### config.mk
export PLATFORM = sky130hd
export DESIGN_NAME = pfla_out_fifo
export DESIGN_NICKNAME = d
export VERILOG_FILES = /design/src/hdl/pfla_pkg.sv /design/src/hdl/pfla_out_fifo.sv
export VERILOG_INCLUDE_DIRS = /design/src /design/src/hdl
export SDC_FILE = /design/constraint.sdc
export NUM_CORES = 1
export LEC_CHECK = 0
export BUFFER_PORTS_ARGS = -buffer_cell sky130_fd_sc_hd__buf_2
export CAP_MARGIN = 20
export CORE_ASPECT_RATIO = 0.8
export CORE_MARGIN = 1.5
export CORE_UTILIZATION = 40
export CTS_CLUSTER_SIZE = 16
export DETAILED_ROUTE_END_ITERATION = 10
export PLACE_DENSITY_LB_ADDON = 0.08
export SLEW_MARGIN = 25
export SYNTH_ARGS = -nofsm -noshare
export SYNTH_HDL_FRONTEND = slang
export SYNTH_SLANG_ARGS = --single-unit
### constraint.sdc
create_clock -name clk -period 2.3 [get_ports clk]
set_clock_uncertainty 0.05 [all_clocks]
set_input_delay 0.115 -clock clk [delete_from_list [all_inputs] [get_ports clk]]
set_output_delay 0.115 -clock clk [all_outputs]
set_load 0.01 [all_outputs]
### src/hdl/page_free_list_allocator_core_macros.svh
// Assertion macros shared by the allocator RTL.
`ifndef PAGE_FREE_LIST_ALLOCATOR_CORE_MACROS_SVH
`define PAGE_FREE_LIST_ALLOCATOR_CORE_MACROS_SVH

// Same-cycle implication, checked at every clk edge outside reset.
`define PFLA_ASSERT_NOW(lbl, ante, cons, msg) \
	lbl: assert property (@(posedge clk) disable iff (!arst_n) (ante) |-> (cons)) \
		else $error(msg);

// Next-cycle implication.
`define PFLA_ASSERT_NEXT(lbl, ante, cons, msg) \
	lbl: assert property (@(posedge clk) disable iff (!arst_n) (ante) |=> (cons)) \
		else $error(msg);

`endif

### src/hdl/pfla_pkg.sv
// Package: field widths, codes and result types of the page allocator.
`default_nettype none
package pfla_pkg;

	localparam int MAX_PAGES_DEF = 1024;

	localparam int PAGE_W  = 10;
	localparam int STAT_W  = 2;
	localparam int TOTAL_W = 11;
	localparam int FREE_W  = 10;

	localparam logic OP_ALLOC = 1'b0;
	localparam logic OP_FREE  = 1'b1;

	localparam logic [STAT_W-1:0] STAT_OK      = 2'd0;
	localparam logic [STAT_W-1:0] STAT_INVALID = 2'd1;
	localparam logic [STAT_W-1:0] STAT_FULL    = 2'd2;

	typedef struct packed {
		logic [PAGE_W-1:0]  given_page;
		logic [STAT_W-1:0]  status;
		logic [TOTAL_W-1:0] pages_in_use_total;
		logic [FREE_W-1:0]  free_pages;
	} rslt_t;

	typedef struct packed {
		logic  valid;
		rslt_t data;
	} rslt_push_t;

endpackage
`default_nettype wire

### src/hdl/pfla_out_fifo.sv
// Two-entry result queue between the engine and the result channel.
`default_nettype none
`include "page_free_list_allocator_core_macros.svh"
module pfla_out_fifo (
	input  wire logic                 clk,
	input  wire logic                 arst_n,
	input  wire pfla_pkg::rslt_push_t push,
	output logic                      room,
	output logic                      out_valid,
	input  wire logic                 out_ready,
	output pfla_pkg::rslt_t           out_data
);
	import pfla_pkg::*;

	localparam logic [1:0] CNT_FULL = 2'd2;

	rslt_t      mem_q [2];
	logic       wr_ptr_q;
	logic       rd_ptr_q;
	logic [1:0] cnt_q;
	logic       pop;

	assign out_valid = (cnt_q != 2'd0);
	assign out_data  = mem_q[rd_ptr_q];
	assign room      = (cnt_q != CNT_FULL);
	assign pop       = out_valid && out_ready;

	always_ff @(posedge clk) begin
		if (push.valid) begin
			mem_q[wr_ptr_q] <= push.data;
		end
	end

	always_ff @(posedge clk or negedge arst_n) begin
		if (!arst_n) begin
			wr_ptr_q <= 1'b0;
			rd_ptr_q <= 1'b0;
			cnt_q    <= 2'd0;
		end else begin
			if (push.valid) wr_ptr_q <= ~wr_ptr_q;
			if (pop)        rd_ptr_q <= ~rd_ptr_q;
			case ({push.valid, pop})
				2'b10:   cnt_q <= cnt_q + 2'd1;
				2'b01:   cnt_q <= cnt_q - 2'd1;
				default: cnt_q <= cnt_q;
			endcase
		end
	end

	`PFLA_ASSERT_NOW(a_fifo_no_overflow, push.valid, cnt_q != CNT_FULL, "result queue overflow")
	`PFLA_ASSERT_NOW(a_fifo_cnt_range, 1'b1, cnt_q <= CNT_FULL, "result queue count out of range")
	`PFLA_ASSERT_NEXT(a_fifo_push_shows, push.valid && cnt_q == 2'd0, out_valid,
		"pushed result not presented")
endmodule
`default_nettype wire

# After elaboration in Yosys (flattened, before gate mapping)

Memories as Yosys holds them, arrays and structs flattened.
Index checks and enable logic that the tools add are counted.

Register bits: 4
Memory bits (writable): 66
Input bits: 37
Output and inout bits: 35
Logic and storage cells: 17
Memories kept: 1

$add $sub $neg: 2
Equal/unequal tests: 3
Muxes and demuxes: 3
Bitwise operators: 2
Reductions and logical operators: 3

Memories:

| name  | depth | bits a word | read ports | clocked after Yosys merged registers in | wr ports | RTL line            | RTL |
|---|---|---|---|---|---|---|---|
| mem_q | 2     | 33          | 1          | 0                                       | 1        | pfla_out_fifo.sv:17 | `rslt_t mem_q [2];` |

Operator list:

| operator                                                           | number |
|---|---|
| 2-bit one-hot mux with 2 select lines                              | 1 |
| 2-bit nonzero test                                                 | 2 |
| 2-bit by 1-bit adder with 2-bit output, second input constant      | 1 |
| 2-bit by 1-bit == test with 1-bit output, second input constant    | 1 |
| 2-bit == test, second input constant                               | 1 |
| 1-bit 2-to-1 mux                                                   | 2 |
| 2-bit != test, second input constant                               | 1 |
| 1-bit NOT                                                          | 2 |
| 2-bit by 1-bit subtractor with 2-bit output, second input constant | 1 |
| 1-bit logical AND                                                  | 1 |

# Logic depth before layout (Yosys ltp)

Gate-level depths: netlist of the first run.

Depth after elaboration: 4
Gate-level depth with buffers: 6
Mapped depth without buffers: 6

# Least setup slack after synthesis of the first run

No wires, ideal clock.

Path type: register to register
Start point: register wr_ptr_q
End point: memory mem_q[0][0] (netlist name) (enable)
Setup time: 424 ps
Arrival: 1800 ps
Data required time: 1826 ps
Setup slack: 26 ps
Stages on the path, launching flop included: 2
Buffers on the path: 0
Clock period less this slack: 2274 ps
Cells stage by stage: dfrtp_1 -> nor2_1

RTL lines:

| element                  | RTL line            | RTL |
|---|---|---|
| start: declaration       | pfla_out_fifo.sv:18 | `logic wr_ptr_q;` |
| start signal: assignment | pfla_out_fifo.sv:40 | `if (push.valid) wr_ptr_q <= ~wr_ptr_q;` |
| end: declaration         | pfla_out_fifo.sv:17 |  |

Straight into the memory's write port.

==> impl_metrics.json, run 1 <==
{
  "status": "finished clean",
  "end_kind": "output pin",
  "root_buffer": "clkbuf_8",
  "cp-endpoint": "out_data[2]",
  "p_leak_nw": 1.40,
  "die_w_microns": 93.2,
  "yosysSeqAreaShare_pct": 80.0,
  "start_kind": "register",
  "grt_max_degree": 24,
  "crit-reg2reg-capture": "cnt_q[1]",
  "crit_arrival_ps": 1520,
  "power.share.clock_pct": 23.1,
  "place.gp.congestion": 0.711,
  "yosys_register_bits": 70,
  "clock_latency_ps": 330,
  "whs_ps": 51.0,
  "htree_levels": 3,
  "ff2ff_setup_slack_ps": 700,
  "power.internal_mw": 2.80,
  "syn_area_per_cell_sq_um": 21.7,
  "instances_no_fill": 327,
  "synth_area_leaders": "edfxtp_1 76%, mux2_2 13%, dfrtp_1 3.8%",
  "num_rows": 26,
  "startpoint": "rd_ptr_q",
  "globalRouteOverflowTotal": 0,
  "antenna_cells": 0,
  "ir_drop_uv": 532,
  "cts_buffers": 9,
  "total_power_mw": 3.89,
  "grt_use_met2_pct": 24.7,
  "grt_util_met3_pct": 5.96,
  "relSlewSlack_pct": 78.1,
  "ff2ff_path_depth": 5,
  "routed_via_density": 4.48,
  "grtUsageTotal_pct": 13.9,
  "drtPass1Iterations": 4,
  "vias": 1464,
  "clock_path_buffers": 2,
  "synth_cell_type_count": 14,
  "grt_pass1_wl_mm": 6.91,
  "totalWireLength_mm": 4.46,
  "crit_fanout": 23,
  "grt_pass1_vias": 1523,
  "routedWlPerCell_microns": 13.6,
  "initial_core_util_pct": 41.0,
  "fillCellCount": 515,
  "worstMarginPinSlew_ps": 329,
  "cts_sinks": 70,
  "fmax_mhz": 593,
  "use_met1_pct": 14.4,
  "core_area_sq_mm": 0.00634,
  "power-per-cell-area_mw_per_mm2": 1080,
  "timing.rr.start": "cnt_q[0]",
  "final_layout_size_suffix_gt1_share_pct": 51.9,
  "rsz0062_at_grt": "false",
  "hold_path_class": "in2reg",
  "tns_ps": 0,
  "synthesis.area_sq_mm": 0.00260,
  "die_area_sq_mm": 0.00701,
  "ant_nets": 0,
  "layout.nets": 277,
  "areaGrowthSynthToFinish_pct": 38.3,
  "clk_pin_slew_ps": 70,
  "cap_violations": 0,
  "die_h_microns": 75.2,
  "final_hold_viol_count": 0,
  "synth_fp_nets": 158,
  "io_pins": 72,
  "yosysWarnings": 0,
  "busiest_layer": "met2",
  "dp_hpwl_mm": 2.85,
  "worst_ep_required_time_ps": 2130,
  "drc_errors": 0,
  "dp_cells": 277,
  "crit_type": "reg2out",
  "io_buffers": 71,
  "cts_tree": "yes",
  "pwr-share-comb_pct": 31.2,
  "setup-violations-final": 0,
  "cts_resized": 0,
  "seqPwrFrac_pct": 45.6,
  "first_iter_violations": 39,
  "switching_share_pct": 28.0,
  "min_period_ps": 1690,
  "min_period_over_period_pct": 73.3,
  "final_max_slew_viol_count": 0,
  "synth_top_area_share_pct": 76.1,
  "synth_cells": 120,
  "antenna_found_initial": 0,
  "p_sw_mw": 1.09,
  "yosysTopAreaCell": "edfxtp_1"
}
## metal layers
layer  up-vias  wire (microns)
met2        52            2350
li1        699               -
met3         5             239
met4         0              44
met1       708            1830
met5         -               0
## critical path, stage by stage (launching register included)
cell and delay (ps):
dfrtp_1 340, buf_4 320, mux2_2 380, buf_2 140
## per-stage QoR
stage	instance area, sq um	setup slack, ps	utilization [%]
2_1_floorplan	2600	25.9	-
3_3_place_gp	3070	792	48.4
3_5_place_dp	3070	714	48.4
4_1_cts	3600	562	56.8
5_1_grt	3600	514	56.8
6_report	3600	615	56.8
## power by group through the flow
stage	Sequential (mW)	Combinational [mW]	Clock, mW
final	1.77	1.21	0.900
after detailed placement	1.80	1.20	0
after CTS	1.78	1.25	0.939
after global placement	1.79	1.18	0
after floorplan	1.79	0.816	0
after global routing	1.80	1.32	0.985
## cells by family (layout without fill, tap and decap cells)
| kind of cell | Yosys count | count (layout) | synth area share, % |
|---|---|---|---|
| XOR/XNOR | 5 | 5 | 1.68 |
| adder cells (fa/ha/maj) | 1 | 1 | 0.480 |
| buffers and inverters | 5 | 128 | 1.87 |
| flip-flops | 70 | 70 | 80.0 |
| multiplexers | 33 | 33 | 14.6 |
| AND/OR/NAND/NOR | 6 | 6 | 1.44 |
## synth_stat cells, drive strengths merged
master	instances
and2	2
buf	4
dfrtp	4
edfxtp	66
ha	1
inv	1
mux2	33
nand2b	1
nor2	2
or2	1
xnor2	2
xor2	3
## how the worst min path moves through the flow
stage	depth (start not counted)	slack [ps]	endpoint	startpoint
floorplan	0	-230	cnt_q[0]	arst_n
global placement	1	-130	cnt_q[1]	arst_n
detailed placement	1	-120	cnt_q[0]	arst_n
CTS	3	20	rd_ptr_q	out_ready
global route	3	50	rd_ptr_q	out_ready
finish	3	50	rd_ptr_q	out_ready
## layout make-up
type / instances / area (sq um) / area share [%]
well taps: 84 / 105 / 2.92
inverters: 1 / 3.75 / 0.104
repair buffers: 112 / 751 / 20.8
flip-flops and latches: 70 / 2080 / 57.8
multi-input cells: 45 / 480 / 13.3
clock inverters: 5 / 51.3 / 1.42
clock buffers: 10 / 128 / 3.54
## state kept, by name, indices dropped and copies added (netlist names)
register / count
mem_q: 66
cnt_q: 2
rd_ptr_q: 1
wr_ptr_q: 1
## repair_timing
action                                 4_1_cts  5_1_grt
endpoints found under the hold margin       71        0
setup buffers                                0        0
hold buffers                                35        0
## cell usage in the layout (no fill, tap or decap), types with 2 or more instances in the layout
cell type / synthesis / final
mux2_4: 2 / 2
dfrtp_1: 4 / 4
mux2_2: 31 / 31
xor2_1: 3 / 3
clkinv_2: 0 / 2
buf_2: 0 / 71
xnor2_1: 2 / 2
clkbuf_8: 0 / 9
buf_4: 0 / 6
dlygate4sd3_1: 0 / 35
edfxtp_1: 66 / 66
Note: power is estimated with default switching activity, not from simulation.
==> run 2: changes to the inputs <==
==> constraint.sdc (replaced) <==
create_clock -name clk -period 1.6 [get_ports clk]
set_clock_uncertainty 0.05 [all_clocks]
set_input_delay 0.08 -clock clk [delete_from_list [all_inputs] [get_ports clk]]
set_output_delay 0.08 -clock clk [all_outputs]
set_load 0.01 [all_outputs]
==> run 2 against run 1 <==
Effect of this change:
- largest power group is now combinational cells
- the run now ends with setup timing left
- register-to-register slack lost 620 ps
- final cell count grew 3.1%
- sequential share of layout area shrank 7.1 points
- critical endpoint is now out_data[20]
==> impl_metrics.json, run 2 (synthesis results as in run 1) <==
{
  "crit_type": "reg2out",
  "min_period_over_period_pct": 101,
  "crit_buf_inv": 3,
  "io_pins": 72,
  "die_w_microns": 93.2,
  "layout.nets": 286,
  "power-per-cell-area_mw_per_mm2": 1720,
  "start_kind": "register",
  "num_rows": 26,
  "drc_errors": 0,
  "die_area_sq_mm": 0.00701,
  "worst_ep_required_time_ps": 1470,
  "worstMarginPinSlew_ps": 269,
  "top_register": "mem_q",
  "antenna_cells": 0,
  "layout_common_cells": "66 x edfxtp_1, 38 x buf_2, 36 x dlygate4sd3_1",
  "cap_violations": 0,
  "hold_path_class": "in2async",
  "root_buffer": "clkbuf_8",
  "final_hold_viol_count": 0,
  "status": "finished with violations",
  "cpLargestDelayFamily": "buffers and inverters",
  "areaGrowthSynthToFinish_pct": 57.9,
  "worst_slack_ps": -9.53,
  "routedWlPerCell_microns": 15.3,
  "cpMostUsedCell": "buf_6",
  "antenna_found_initial": 0,
  "crit_arrival_ps": 1480,
  "clk_pin_slew_ps": 70,
  "timing.rr.start": "cnt_q[1]",
  "relSlewSlack_pct": 82.1,
  "place.gp.congestion": 0.652,
  "grt_pass1_wl_mm": 7.65,
  "cts_tree": "yes",
  "ff2ff_path_depth": 6,
  "fillCellCount": 469,
  "routed_via_density": 4.49,
  "totalWireLength_mm": 5.16,
  "vias": 1513,
  "cp_slowest_cell": "dfrtp_2",
  "min_period_ps": 1610,
  "grt_max_degree": 27,
  "htree_levels": 3,
  "crit_fanout": 8,
  "end_kind": "output pin",
  "die_h_microns": 75.2,
  "setup-violations-final": 7,
  "ant_nets": 0,
  "globalRouteOverflowTotal": 0,
  "largest_reg_flops": 66,
  "regArea_sq_mm": 0.00208,
  "initial_core_util_pct": 41.0,
  "cpPeakStageDelay_ps": 380,
  "rsz0062_at_grt": "true",
  "io_buffers": 71,
  "top_regs": "mem_q x66, cnt_q x2",
  "ir_drop_uv": 795,
  "fmax_mhz": 621,
  "grt_pass1_vias": 1571,
  "failed_checks": "setup timing",
  "clock_latency_ps": 330,
  "multi_input_area_sq_um": 549,
  "final_layout_size_suffix_gt1_share_pct": 54.5,
  "final_util_pct": 64.8,
  "final_max_slew_viol_count": 0,
  "ff2ff_setup_slack_ps": 80,
  "crit-reg2reg-capture": "cnt_q[1]",
  "p_leak_nw": 1.65,
  "cts_sinks": 70,
  "path_cells": "buf_6 -> buf_16 -> mux2_2 -> buf_6",
  "drtPass1Iterations": 4,
  "core_area_sq_mm": 0.00634,
  "layout_commonest_cell": "edfxtp_1",
  "first_iter_violations": 39,
  "grtUsageTotal_pct": 15.7,
  "place_ws_ps": 87.8,
  "clock_path_buffers": 2,
  "cts_buffers": 9
}
run 2: worst max-delay path by stage:
stage / slack (ps) / startpoint / depth (start not counted) / end
finish: -10 / rd_ptr_q / 4 / out_data[20]
global placement: 130 / cnt_q[1] / 5 / cnt_q[1]
detailed placement: 90 / cnt_q[1] / 6 / cnt_q[1]
CTS: -20 / rd_ptr_q / 4 / out_data[20]
global route: -60 / rd_ptr_q / 4 / out_data[19]
floorplan: 90 / cnt_q[0] / 5 / cnt_q[1]
run 2: timing repair:
item | in CTS | in global routing
hold endpoints to repair | 72 | 0
endpoints found under the setup margin | 6 | 33
setup buffers | 2 | 1
gates cloned | 4 | 1
resized for setup | 39 | 20
hold buffers | 36 | 0
run 2: cell type report:
cell class	count	area share [%]
clock buffer	9	3.01
tap	84	2.56
clock inverter	7	2.16
inverter	1	0.0913
multi-input combinational	45	13.4
timing repair buffer	121	28.1
sequential	70	50.7
run 2: where the power goes:
part	switching (mW)	internal, mW
sequential	0.115	2.44
combinational	1.18	1.84
clock	0.620	0.866
total	1.91	5.14
run 2: stage by stage:
stage	instance area (sq um)	instances	hold slack, ps	setup TNS, ps	power [mW]
after floorplan	2610	120	-266	0	3.75
after global placement	3100	277	-162	0	4.31
after detailed placement	3100	277	-157	0	4.37
after CTS	3990	335	13.3	-190	6.85
after global routing	4110	337	34.7	-1430	7.38
final	4110	337	23.9	-21.3	7.05
run 2: per-layer routing:
metal  global-route usage [%]  part of all wire [%]  up-vias
li1                         -                     -      722
met1                     17.1                    41      742
met2                     28.1                    53       44
met3                     6.87                   4.7        5
met4                     5.05                   1.1        0
met5                        0                     0        -
run 2: worst reg2reg max path, delay by kind of cell, from the launching register on:
family                     cells  cell delay (ps)
adders and majority gates      1              190
xor gates and xnor gates       2              300
and+or+nand+nor                3              470
DFF                            1              400
==> run 3: changes to the inputs <==
--- a/config.mk
+++ b/config.mk
@@ -14,6 +14,7 @@
 export CTS_CLUSTER_SIZE = 16
 export DETAILED_ROUTE_END_ITERATION = 10
 export PLACE_DENSITY_LB_ADDON = 0.08
+export REMOVE_ABC_BUFFERS = 1
 export SLEW_MARGIN = 25
 export SYNTH_ARGS = -nofsm -noshare
 export SYNTH_HDL_FRONTEND = slang
==> run 3 against run 2 <==
Effect of this change:
- the run now ends clean
- non-clock buffer count decreased by 6
- fmax grew 3.6%
- sequential cell count is the same
- utilization fell by 7.7 points
- combinational power fell by 39%
- sequential power barely moved
- clock power down 24%
- die area is the same
- largest power group is now registers
==> impl_metrics.json, run 3 (synthesis results as in run 1) <==
{
  "status": "finished clean",
  "die_area_sq_mm": 0.00701,
  "final_layout_size_suffix_gt1_share_pct": 52.2,
  "crit_type": "reg2out",
  "totalWireLength_mm": 4.48,
  "path_cells": "buf_6 -> mux2_2 -> buf_2",
  "grt_pass1_vias": 1521,
  "min_period_ps": 1550,
  "first_iter_violations": 44,
  "cts_buffers": 9,
  "clock_path_buffers": 2,
  "timing.rr.start": "cnt_q[1]",
  "grt_max_degree": 22,
  "worstMarginPinSlew_ps": 295,
  "instances_no_fill": 331,
  "cts_tree": "yes",
  "dp_cells": 278,
  "final_max_slew_viol_count": 0,
  "vias": 1449,
  "dp_hpwl_mm": 2.94,
  "power-per-cell-area_mw_per_mm2": 1530,
  "clk_pin_slew_ps": 70,
  "fillCellCount": 507,
  "routedWlPerCell_microns": 13.5,
  "grt_pass1_wl_mm": 6.94,
  "ant_nets": 0,
  "areaGrowthSynthToFinish_pct": 39.1,
  "core_area_sq_mm": 0.00634,
  "top_regs": "mem_q x66, cnt_q x2",
  "place_ws_ps": 46.4,
  "worst_slack_ps": 46.4,
  "num_rows": 26,
  "place.gp.congestion": 0.663,
  "p_leak_nw": 1.41,
  "drtPass1Iterations": 4,
  "antenna_found_initial": 0,
  "clock_latency_ps": 330,
  "start_kind": "register",
  "ir_drop_uv": 847,
  "hold_path_class": "in2async",
  "startpoint": "rd_ptr_q",
  "htree_levels": 3,
  "crit_buf_inv": 2,
  "die_h_microns": 75.2,
  "initial_core_util_pct": 41.0,
  "io_pins": 72,
  "setup-violations-final": 0,
  "layout_commonest_cell": "buf_2",
  "end_kind": "output pin",
  "largest_reg_flops": 66,
  "antenna_cells": 0,
  "globalRouteOverflowTotal": 0,
  "relSlewSlack_pct": 80.3,
  "grtUsageTotal_pct": 14.0,
  "cts_sinks": 70,
  "final_hold_viol_count": 0,
  "top_register": "mem_q",
  "cp_slowest_cell": "dfrtp_1",
  "cpPeakStageDelay_ps": 400,
  "cap_violations": 0,
  "root_buffer": "clkbuf_8",
  "crit_fanout": 13,
  "rsz0062_at_grt": "true",
  "routed_via_density": 4.38,
  "worst_ep_required_time_ps": 1470,
  "crit_arrival_ps": 1420,
  "drc_errors": 0,
  "io_buffers": 71,
  "layout_common_cells": "71 x buf_2, 66 x edfxtp_1, 36 x dlygate4sd3_1",
  "layout.nets": 280,
  "min_period_over_period_pct": 97.1,
  "fmax_mhz": 644,
  "die_w_microns": 93.2,
  "cpLargestDelayFamily": "flip-flops",
  "total_power_mw": 5.53
}
==> run 3: cell type report <==
class / instances / area, sq um / area share (%)
tap: 84 / 105 / 2.90
clock inverter: 5 / 26.3 / 0.725
clock buffer: 11 / 131 / 3.63
timing repair buffer: 115 / 792 / 21.9
sequential: 70 / 2080 / 57.5
inverter: 1 / 3.75 / 0.104
multi-input combinational: 45 / 482 / 13.3
==> run 3: worst paths after layout <==
| check | slack, ps | endpoint | cells after the start |
|---|---|---|---|
| min in group clk | 420 | mem_q[0][18] | 2 |
| max in group asynchronous | 1350 | rd_ptr_q | 2 |
| hold / removal | 30 | cnt_q[1] | 2 |
| setup reg to reg | 60 | cnt_q[1] | 5 |
| setup / recovery | 50 | out_data[27] | 3 |
| hold reg to reg | 500 | wr_ptr_q | 1 |
==> run 3: where the power goes <==
part           internal (mW)  switching (mW)  total, mW
logic                  0.958           0.886       1.84
clock network          0.549           0.582       1.13
registers               2.44           0.116       2.56
==> run 3: metal layers <==
metal,GRT usage [%],share of wire [%],vias to the layer above
met5,0,0,-
met4,6.06,1.4,0
met3,5.86,5.0,8
met2,26.0,53,53
met1,14.0,40,680
li1,-,-,708
==> run 3: repair_timing <==
item / in CTS / in global routing
pin swaps: 0 / 0
endpoints found under the setup margin: 12 / 11
hold buffers: 36 / 0
hold endpoints to repair: 72 / 0
resized for setup: 1 / 0
setup buffers: 0 / 1
==> run 3: stage by stage <==
stage                     cell area (sq um)  hold WS, ps  TNS (ps)  utilization, %
after floorplan                        2560         -266    -23230               -
after global placement                 3090         -165         0            48.8
after detailed placement               3090         -164         0            48.8
after CTS                              3610         7.64         0            57.0
after global routing                   3620         37.8     -44.1            57.1
final                                  3620         27.9         0            57.1
